===== src/hdl/htke_pkg.sv =====
// ----------------------------------------------------------------------------
// htke_pkg
// Types and constants shared by the thermostat keypad entry block.
// ----------------------------------------------------------------------------
`default_nettype none

package htke_pkg;

  // Event kinds carried on the input tuser
  localparam logic [1:0] KIND_SAMPLE = 2'd0;
  localparam logic [1:0] KIND_SWITCH = 2'd1;
  localparam logic [1:0] KIND_KEY    = 2'd2;

  // View modes
  localparam logic [1:0] MODE_LOW  = 2'd0;
  localparam logic [1:0] MODE_HIGH = 2'd1;
  localparam logic [1:0] MODE_TEMP = 2'd2;

  // Key codes
  localparam logic [3:0] KEY_LAST_DIGIT = 4'd9;
  localparam logic [3:0] KEY_STAR       = 4'd14;
  localparam logic [3:0] KEY_HASH       = 4'd15;

  // Entry limits and threshold reset values
  localparam logic [17:0] ENTRY_WRAP_LIMIT = 18'd9999;
  localparam logic [13:0] COMMIT_LIMIT     = 14'd128;
  localparam logic [6:0]  LOW_RESET        = 7'd23;
  localparam logic [6:0]  HIGH_RESET       = 7'd26;

  // Stream widths
  localparam int IN_TDATA_W  = 24;
  localparam int IN_TUSER_W  = 2;
  localparam int OUT_TDATA_W = 24;
  localparam int OUT_TUSER_W = 3;

  // One result beat
  typedef struct packed {
    logic signed [14:0] shown_value;
    logic               valve_open;
    logic               pump_running;
    logic [1:0]         view_mode;
    logic               entering;
  } htke_result_t;

endpackage

`default_nettype wire


===== src/hdl/htke_ctrl.sv =====
// ----------------------------------------------------------------------------
// htke_ctrl
// Thermostat state and single-pass event logic: mode, keypad entry,
// thresholds, stored temperature and valve/pump hysteresis.
// ----------------------------------------------------------------------------
`default_nettype none

module htke_ctrl
  import htke_pkg::*;
(
  input  wire logic               clk,
  input  wire logic               rst,
  input  wire logic               beat,
  input  wire logic [1:0]         kind,
  input  wire logic [2:0]         switch_mask,
  input  wire logic [3:0]         key_code,
  input  wire logic signed [9:0]  sample,
  output htke_result_t            result
);

  logic              [1:0]  mode, mode_next;
  logic                     entry_active, entry_active_next;
  logic              [13:0] entry_value, entry_value_next;
  logic              [6:0]  low_limit, low_limit_next;
  logic              [6:0]  high_limit, high_limit_next;
  logic signed       [9:0]  current_temp, current_temp_next;
  logic                     valve_flag, valve_flag_next;
  logic                     pump_flag, pump_flag_next;

  logic                     take;
  logic              [13:0] base_value;
  logic              [17:0] digit_value;
  logic signed       [10:0] temp_ext;
  logic signed       [10:0] low_ext;
  logic signed       [10:0] high_ext;

  // Entry value before this key: a fresh entry starts from zero
  assign base_value  = entry_active ? entry_value : 14'd0;
  assign digit_value = {4'd0, base_value} * 18'd10 + {14'd0, key_code};

  // Work out the next state for the event on the input
  always_comb begin
    mode_next         = mode;
    entry_active_next = entry_active;
    entry_value_next  = entry_value;
    low_limit_next    = low_limit;
    high_limit_next   = high_limit;
    current_temp_next = current_temp;
    take              = 1'b0;

    if (entry_active) begin
      take = (kind == KIND_KEY);
    end else begin
      case (kind)
        KIND_SAMPLE: begin
          if (mode == MODE_TEMP) begin
            current_temp_next = sample;
          end
        end
        KIND_SWITCH: begin
          if (switch_mask[0]) begin
            mode_next = MODE_LOW;
          end else if (switch_mask[1]) begin
            mode_next = MODE_HIGH;
          end else if (switch_mask[2]) begin
            mode_next = MODE_TEMP;
          end
        end
        KIND_KEY: begin
          take = (mode == MODE_LOW) || (mode == MODE_HIGH);
        end
        default: begin
        end
      endcase
    end

    // Keypad entry: digits accumulate, star aborts, hash ends the entry and commits a value below the limit
    if (take) begin
      entry_active_next = 1'b1;
      entry_value_next  = base_value;
      if (key_code <= KEY_LAST_DIGIT) begin
        entry_value_next = (digit_value > ENTRY_WRAP_LIMIT) ? 14'd0 : digit_value[13:0];
      end else if (key_code == KEY_STAR) begin
        entry_active_next = 1'b0;
      end else if (key_code == KEY_HASH) begin
        entry_active_next = 1'b0;
        if (base_value < COMMIT_LIMIT) begin
          if (mode == MODE_LOW) begin
            low_limit_next = base_value[6:0];
          end else if (mode == MODE_HIGH) begin
            high_limit_next = base_value[6:0];
          end
        end
      end
    end
  end

  // Hysteresis on the updated values; frozen while entering
  assign temp_ext = {current_temp_next[9], current_temp_next};
  assign low_ext  = $signed({4'd0, low_limit_next});
  assign high_ext = $signed({4'd0, high_limit_next});

  always_comb begin
    valve_flag_next = valve_flag;
    pump_flag_next  = pump_flag;
    if (!entry_active_next) begin
      if (temp_ext < low_ext) begin
        valve_flag_next = 1'b1;
        pump_flag_next  = 1'b0;
      end else if (temp_ext > high_ext) begin
        valve_flag_next = 1'b0;
        pump_flag_next  = 1'b1;
      end
    end
  end

  // Build the result beat from the next state
  always_comb begin
    result.valve_open   = valve_flag_next;
    result.pump_running = pump_flag_next;
    result.view_mode    = mode_next;
    result.entering     = entry_active_next;
    if (entry_active_next) begin
      result.shown_value = $signed({1'b0, entry_value_next});
    end else begin
      case (mode_next)
        MODE_LOW:  result.shown_value = $signed({8'd0, low_limit_next});
        MODE_HIGH: result.shown_value = $signed({8'd0, high_limit_next});
        MODE_TEMP: result.shown_value = {{5{current_temp_next[9]}}, current_temp_next};
        default:   result.shown_value = 15'sd0;
      endcase
    end
  end

  // Commit the state on each accepted beat
  always_ff @(posedge clk) begin
    if (rst) begin
      mode         <= MODE_TEMP;
      entry_active <= 1'b0;
      entry_value  <= 14'd0;
      low_limit    <= LOW_RESET;
      high_limit   <= HIGH_RESET;
      current_temp <= 10'sd0;
      valve_flag   <= 1'b1;
      pump_flag    <= 1'b0;
    end else if (beat) begin
      mode         <= mode_next;
      entry_active <= entry_active_next;
      entry_value  <= entry_value_next;
      low_limit    <= low_limit_next;
      high_limit   <= high_limit_next;
      current_temp <= current_temp_next;
      valve_flag   <= valve_flag_next;
      pump_flag    <= pump_flag_next;
    end
  end

endmodule

`default_nettype wire


===== src/hdl/htke_outreg.sv =====
// ----------------------------------------------------------------------------
// htke_outreg
// Result register on the master side; takes a new beat whenever the
// register is empty or being drained in the same cycle.
// ----------------------------------------------------------------------------
`default_nettype none

module htke_outreg
  import htke_pkg::*;
(
  input  wire logic         clk,
  input  wire logic         rst,
  input  wire logic         in_valid,
  output logic              in_ready,
  input  wire htke_result_t in_data,
  output logic              out_valid,
  input  wire logic         out_ready,
  output htke_result_t      out_data
);

  // Free when empty or emptying this cycle
  assign in_ready = !out_valid || out_ready;

  // Track occupancy
  always_ff @(posedge clk) begin
    if (rst) begin
      out_valid <= 1'b0;
    end else if (in_ready) begin
      out_valid <= in_valid;
    end
  end

  // Load the payload; hold it while stalled
  always_ff @(posedge clk) begin
    if (in_valid && in_ready) begin
      out_data <= in_data;
    end
  end

endmodule

`default_nettype wire


===== src/hdl/hysteresis_thermostat_keypad_entry.sv =====
// ----------------------------------------------------------------------------
// hysteresis_thermostat_keypad_entry
// Bang-bang thermostat with view modes and keypad-entered thresholds.
// ----------------------------------------------------------------------------
// Usage:
//   Slave side takes one event per beat: s_tuser holds the event kind
//   (sample, switch or key) and s_tdata the switch mask, key code and
//   signed temperature sample. Every event gives exactly one result beat
//   on the master side: shown value and valve/pump flags in m_tdata,
//   view mode and entry flag in m_tuser.
//   An accepted beat's result is registered and valid in the cycle after.
//   Throughput is one event per cycle while the result register is free,
//   set by the single-pass state update in the control logic.
//   When the receiver stalls, the result register holds its beat and
//   s_tready stays high only if that beat is taken in the same cycle.
//   Reset (rst, synchronous) empties the result register and returns the
//   state to temperature view, thresholds 23 and 26, temperature 0,
//   valve open and pump stopped.
// ----------------------------------------------------------------------------
`default_nettype none

module hysteresis_thermostat_keypad_entry
  import htke_pkg::*;
(
  input  wire logic                   clk,
  input  wire logic                   rst,
  input  wire logic                   s_tvalid,
  output logic                        s_tready,
  // [2:0] switch_mask, [6:3] key_code, [16:7] sample, [23:17] zero
  input  wire logic [IN_TDATA_W-1:0]  s_tdata,
  // [1:0] kind
  input  wire logic [IN_TUSER_W-1:0]  s_tuser,
  output logic                        m_tvalid,
  input  wire logic                   m_tready,
  // [14:0] shown_value, [15] valve_open, [16] pump_running, [23:17] zero
  output logic [OUT_TDATA_W-1:0]      m_tdata,
  // [1:0] view_mode, [2] entering
  output logic [OUT_TUSER_W-1:0]      m_tuser
);

  logic         beat;
  htke_result_t result;
  htke_result_t held;

  assign beat = s_tvalid && s_tready;

  // Event logic and state
  htke_ctrl u_ctrl (
    .clk         (clk),
    .rst         (rst),
    .beat        (beat),
    .kind        (s_tuser[1:0]),
    .switch_mask (s_tdata[2:0]),
    .key_code    (s_tdata[6:3]),
    .sample      ($signed(s_tdata[16:7])),
    .result      (result)
  );

  // Result register
  htke_outreg u_outreg (
    .clk       (clk),
    .rst       (rst),
    .in_valid  (s_tvalid),
    .in_ready  (s_tready),
    .in_data   (result),
    .out_valid (m_tvalid),
    .out_ready (m_tready),
    .out_data  (held)
  );

  // Pack the result beat
  assign m_tdata = {7'd0, held.pump_running, held.valve_open, held.shown_value};
  assign m_tuser = {held.entering, held.view_mode};

endmodule

`default_nettype wire


===== config.mk =====
export PLATFORM = sky130hd
export DESIGN_NAME = hysteresis_thermostat_keypad_entry
export DESIGN_NICKNAME = d
export VERILOG_FILES = /design/src/hdl/htke_pkg.sv /design/src/hdl/htke_ctrl.sv /design/src/hdl/htke_outreg.sv /design/src/hdl/hysteresis_thermostat_keypad_entry.sv
export SDC_FILE = /design/constraint.sdc
export NUM_CORES = 1
export LEC_CHECK = 0
export ABC_CLOCK_PERIOD_IN_PS = 5600
export BUFFER_PORTS_ARGS = -buffer_cell sky130_fd_sc_hd__buf_2
export CAP_MARGIN = 5
export CORE_MARGIN = 2
export CORE_UTILIZATION = 30
export DETAILED_ROUTE_END_ITERATION = 16
export PLACE_DENSITY = 0.58
export SLEW_MARGIN = 40
export SYNTH_ARGS = -nofsm -noshare
export SYNTH_HDL_FRONTEND = slang
export SYNTH_HIERARCHICAL = 1
export SYNTH_SLANG_ARGS = --single-unit

===== constraint.sdc =====
create_clock -name clk -period 5.6 [get_ports clk]
set_input_delay 0.56 -clock clk [delete_from_list [all_inputs] [get_ports clk]]
set_output_delay 0.56 -clock clk [all_outputs]
set_load 0.02 [all_outputs]

# == Word level (Yosys, flattened, before mapping) ==
# Cells that the tools add are included.
# classes
muxes,39
mul,1
n_lt_le_gt_ge,5
n_eq_ne,8
addsub,1
reduce_logical,7
# op_table
cell,count
two-way mux 7 bit,13
two-way mux 14 bit,5
one-hot mux 15 bit (3 select lines),1
two-way mux 10 bit,3
adder 18 x 4 -> 18 bit,1
greater-than comparator 18 x 14 -> 1 bit (second input constant),1
multiplier 14 x 3 -> 17 bit (second input constant),1
less-than comparator 14 x 8 -> 1 bit (second input constant),1
two-way mux 1 bit,12
greater-than comparator 10 x 8 -> 1 bit,1
less-than comparator 10 x 8 -> 1 bit,1
two-way mux 2 bit,5
equality test 4 bit (second input constant),2
equality test 2 x 1 -> 1 bit (second input constant),3
equality test 2 bit (second input constant),3
zero test 2 bit,3
less-or-equal comparator 4 bit (second input constant),1
logical OR 1 bit,2
logical AND 1 bit,1
zero test 1 bit,1
# totals
inputBits,30
word_cells,76
regBits,64
output_inout_bits,29

# == Longest topological paths before layout ==
# depth
depth_word,12
ltp_mapped,17
mapped_depth_nobuf,14

# == Cells and area by module ==
# Netlist, hierarchy kept.
# by_module_without_submodules
mod,instances,cells_each,seq_area_each_um2,area_per_inst_um2
htke_ctrl,1,539,860.8,4267.8
htke_outreg,1,25,620.6,655.6
hysteresis_thermostat_keypad_entry,1,9,0.0,62.6

# == Least setup slack after synthesis ==
# No wires, ideal clock.
# synth_timing
kind,input to register
start,in s_tdata[3]
end,"reg u_outreg/out_data[3] in the netlist's numbering, data pin"
arrival_ns,3.829
required_time_ns,5.349
n_path_buf,1
path_stages,13
path_slack_ns,1.520
setup_ns,0.251
cell_sequence,inv_1 or4b_1 a2111oi_4 mux2i_1 ha_1 a21o_1 a21o_1 a21oi_1 nor2b_1 or4b_2 o22ai_2 a21oi_1 buf_4
# synth_via
elab_chain_len,9
word_cells_on_any_way,20
classes_between,order compare (3); eq/ne (2); mux (15)
# synth_rtl
item,line_no,rtl
from (decl),hysteresis_thermostat_keypad_entry.sv:30,"input wire logic [IN_TDATA_W-1:0] s_tdata,"
equality test 4 bit,htke_ctrl.sv:85,end else if (key_code == KEY_HASH) begin
two-way mux 7 bit,htke_ctrl.sv:85,
two-way mux 7 bit,htke_ctrl.sv:83,end else if (key_code == KEY_STAR) begin
two-way mux 7 bit,htke_ctrl.sv:81,if (key_code <= KEY_LAST_DIGIT) begin
two-way mux 7 bit,htke_ctrl.sv:78,if (take) begin
greater-than comparator 10 x 8 -> 1 bit,htke_ctrl.sv:110,end else if (temp_ext > high_ext) begin
two-way mux 1 bit,htke_ctrl.sv:110,
two-way mux 1 bit,htke_ctrl.sv:107,if (temp_ext < low_ext) begin
two-way mux 1 bit (*),htke_ctrl.sv:106,if (!entry_active_next) begin
named net u_ctrl.pump_flag_next,htke_ctrl.sv:28,"logic pump_flag, pump_flag_next;"
to (signal assigned),htke_outreg.sv:36,out_data <= in_data;
to (decl),htke_outreg.sv:18,output htke_result_t out_data
# The timed path passes the listed nets; every way through them passes the cells marked *.
# A chain may end at the register's enable or synchronous reset.

==> Flow_metrics.wiki <==
{| class="wikitable"
! Metric !! Value
|-
| Area growth from synthesis to layout || 14.1%
|-
| Fin area || 5690 sq um
|-
| Terminus of the critical flop-to-flop path || u_ctrl/pump_flag$_SDFFE_PP0P_
|-
| Clock skew after layout || 0.00850 ns
|-
| Prevailing post-synth register cell || sky130_fd_sc_hd__dfxtp_1
|-
| Pin count of the biggest net entering global routing || 49
|-
| Register-to-Register Setup Slack || 1.39 ns
|-
| Count of final hold-check violations || 0
|-
| Portion of the post-synthesis area used by sequential elements || 0.297
|-
| Hold_buf cts || 0
|-
| Post-detailed-route count of antenna-violating nets || 0
|-
| Number of DRC violations after detailed-routing iteration 0 || 340
|-
| Worst r2r src || u_ctrl/mode[1]$_SDFFE_PP1P_
|-
| Worst setup endpoint || u_ctrl/pump_flag$_SDFFE_PP0P_
|-
| Via density per instance || 5.16
|-
| Fraction of final layout cells with drive strength greater than 1 || 0.188
|-
| EDFF count, synth || 20
|-
| Nets@finish || 658
|-
| Detailed placer's ending HPWL || 9.82 mm
|-
| Number of placement rows || 47
|-
| Die extent in x || 133 um
|-
| Routability congestion estimate || 0.847
|-
| Number of instances in the synthesized netlist || 573
|-
| DRC Markers || 0
|-
| Type of the worst min-delay path || in2reg
|-
| CTS tree || yes
|-
| Vert. Die Dim || 133 um
|-
| Setup crit end kind || register
|-
| Post-CTS clock slew at the launch and capture registers of the worst setup and hold paths || 0.06 ns
|-
| Leading post-synthesis cells by cell area || sky130_fd_sc_hd__dfxtp_1 18%, sky130_fd_sc_hd__edfxtp_1 12%, sky130_fd_sc_hd__ha_1 7.5%
|-
| Launch point of the worst path || u_ctrl/mode[1]$_SDFFE_PP1P_
|-
| Max Slew Vio Count || 0
|-
| Detailed Routing Iterations Pass 1 || 5
|-
| Cts repair resizes || 0
|-
| GRT Total Usage || 0.148
|-
| Mean routed wirelength per cell || 15.5 um
|-
| Run status || complete, no violations
|-
| Max frequency || 237 MHz
|-
| Power per cell area || 234 nW/um^2
|-
| Total via count in the routed design || 4238
|-
| Die Footprint || 17700 sq um
|-
| Cell area after synthesis || 4990 sq um
|-
| Library cell occupying the most area in the post-synthesis netlist || sky130_fd_sc_hd__dfxtp_1
|-
| Minimum period implied by the final worst setup slack || 4.21 ns
|-
| Maximum clock path buffer count || 2
|-
| Number of cells on the worst reg-to-reg path || 13
|-
| Leakage || 2.50 nW
|-
| Slew at the pin closest to its max-slew limit || 0.752 ns
|-
| Count of max-cap constraint violations || 0
|-
| Share of the core filled with cells in the final layout || 0.347
|-
| Latest clock arrival within the worst-skew pair || 0.34 ns
|-
| Core footprint || 16400 sq um
|-
| Proportion of netlist area held by the largest area contributor || 0.177
|-
| Count of endpoints failing setup in the final report || 0
|-
| Wire length of the first global-routing pass || 20.9 mm
|-
| Synth unique cells || 77
|-
| Worst-path maximum fanout || 7
|-
| Portion of the clock cycle consumed by the worst path in the final layout || 0.753
|-
| Deepest level of the CTS H-tree || 3
|-
| Max-slew headroom at the worst pin || 0.499
|-
| Flip-flop and latch count after synthesis || 64
|-
| Antenna diode count || 0
|-
| Most frequent standard cell in the layout excluding fill and tap cells || sky130_fd_sc_hd__nor2_1
|-
| Number of I/O pins || 59
|-
| Asr flop ratio synth || 0
|-
| Count of input and output buffers || 44
|-
| VDD IR-drop max || 0.000151 V
|-
| Post-route worst hold slack || 0.482 ns
|-
| Number of antenna violations at the first check in global routing || 1
|-
| Clock net sink count || 64
|-
| TritonCTS buffer count || 9
|-
| Via count of the first global-routing pass || 4203
|-
| Cell at the root of the clock tree || sky130_fd_sc_hd__clkbuf_16
|-
| Total global routing overflow || 0
|-
| Final wirelength || 12.7 mm
|-
| Total cell area at the placement stage || 5340 sq um
|-
| Setup Crit Path Kind || reg2reg
|-
| Initial core utilization || 0.304
|-
| Critical path arrival || 4.41 ns
|-
| Mean post-synth cell area || 8.70 sq um
|-
| Setup repair after global routing missed its margin || false
|-
| Commonest non-fill, non-tap cells in the layout || 58 x sky130_fd_sc_hd__nor2_1, 49 x sky130_fd_sc_hd__a21oi_1, 44 x sky130_fd_sc_hd__buf_2
|-
| Number of buffers inserted to repair setup after CTS || 0
|-
| Yosys warning total || 6
|-
| Data required time at the worst endpoint || 5.80 ns
|-
| Accumulated negative setup slack || 0 ns
|-
| Type of origin of the critical path || register
|}
-- layer usage --
| layer | wire length, um | part of all wire | track usage |
|---|---|---|---|
| met1 | 6090 | 0.48 | 0.195 |
| met2 | 5750 | 0.45 | 0.239 |
| met3 | 689 | 0.054 | 0.0372 |
| met4 | 189 | 0.015 | 0.0436 |
| met5 | 0 | 0 | 0 |
-- kinds of logic after synthesis --
group	synth area share
adder cells (fa/ha/maj)	0.0793
buffers and inverters	0.0565
other	0.000752
flip-flops	0.297
AND/OR/NAND/NOR	0.217
XOR/XNOR	0.0577
multiplexers	0.0908
AO/OA/AOI/OAI	0.201
-- layout make-up --
class	instances	area, sq um
repair buffers	50	265
fillers	1673	10700
inverters	17	63.8
multi-input cells	455	3260
clock buffers	9	225
flip-flops and latches	64	1480
well taps	220	275
clock inverters	7	120
-- worst max-delay path: stages, from the launching register on --
cell	delay, ns
sky130_fd_sc_hd__dfxtp_1	0.38
sky130_fd_sc_hd__or4b_1	0.61
sky130_fd_sc_hd__a2111oi_4	0.74
sky130_fd_sc_hd__mux2i_1	0.38
sky130_fd_sc_hd__ha_1	0.30
sky130_fd_sc_hd__a21o_1	0.16
sky130_fd_sc_hd__a21o_1	0.17
sky130_fd_sc_hd__a21oi_1	0.14
sky130_fd_sc_hd__nor2b_1	0.07
sky130_fd_sc_hd__or4b_2	0.68
sky130_fd_sc_hd__o22ai_2	0.14
sky130_fd_sc_hd__a21oi_1	0.08
sky130_fd_sc_hd__mux2i_1	0.16
sky130_fd_sc_hd__nor2_1	0.06
-- flip-flops by register name, summed over array words and instances, names as in the netlist --
register,count
u_ctrl/low_limit,7
u_ctrl/entry_active,1
u_ctrl/valve_flag,1
u_ctrl/high_limit,7
u_ctrl/entry_value,14
u_outreg/out_data,20
u_ctrl/current_temp,10
u_ctrl/mode,2
u_ctrl/pump_flag,1
u_outreg/out_valid,1
-- power by group --
| part | internal, mW | switching (mW) | total (mW) |
|---|---|---|---|
| combinational | 0.0633 | 0.111 | 0.174 |
| sequential | 0.506 | 0.0103 | 0.517 |
| clock | 0.435 | 0.208 | 0.643 |
| total | 1.00 | 0.329 | 1.33 |
-- stage by stage --
step	setup slack, ns	cells	total power, mW
6_report	1.39	822	1.33
5_1_grt	1.14	822	1.39
4_1_cts	1.13	822	1.35
3_5_place_dp	1.08	806	0.699
3_3_place_gp	1.12	806	0.694
2_1_floorplan	1.52	579	0.651
-- worst min-delay path by stage --
stage	end	start	cells past startpoint	slack, ns
floorplan	u_ctrl/current_temp[1]$_SDFFE_PP0P_	u_ctrl/current_temp[1]$_SDFFE_PP0P_	2	0.45
global placement	u_ctrl/current_temp[6]$_SDFFE_PP0P_	u_ctrl/current_temp[6]$_SDFFE_PP0P_	2	0.47
detailed placement	u_ctrl/low_limit[5]$_SDFFE_PP0P_	u_ctrl/low_limit[5]$_SDFFE_PP0P_	2	0.48
CTS	u_outreg/out_valid$_SDFFE_PP0P_	s_tvalid	3	0.47
global route	u_outreg/out_valid$_SDFFE_PP0P_	s_tvalid	3	0.48
finish	u_outreg/out_valid$_SDFFE_PP0P_	s_tvalid	3	0.48
-- cells in the mapped netlist, drive strengths merged (6+ instances only) --
master  number
nor3        10
and2        21
nand4        7
dfxtp       44
xnor2       12
clkbuf      19
a211oi      13
a21oi       51
ha          30
o21ai       23
nand2b       8
nand3b       6
o211ai       6
buf         24
or2          8
a21o         8
and3        14
nand2       35
mux2         7
xor2        20
nor2        58
a221oi       6
mux2i       37
o31ai        7
nand3       13
inv         16
nor2b        8
edfxtp      20
Power figures use the tool's default switching activity.
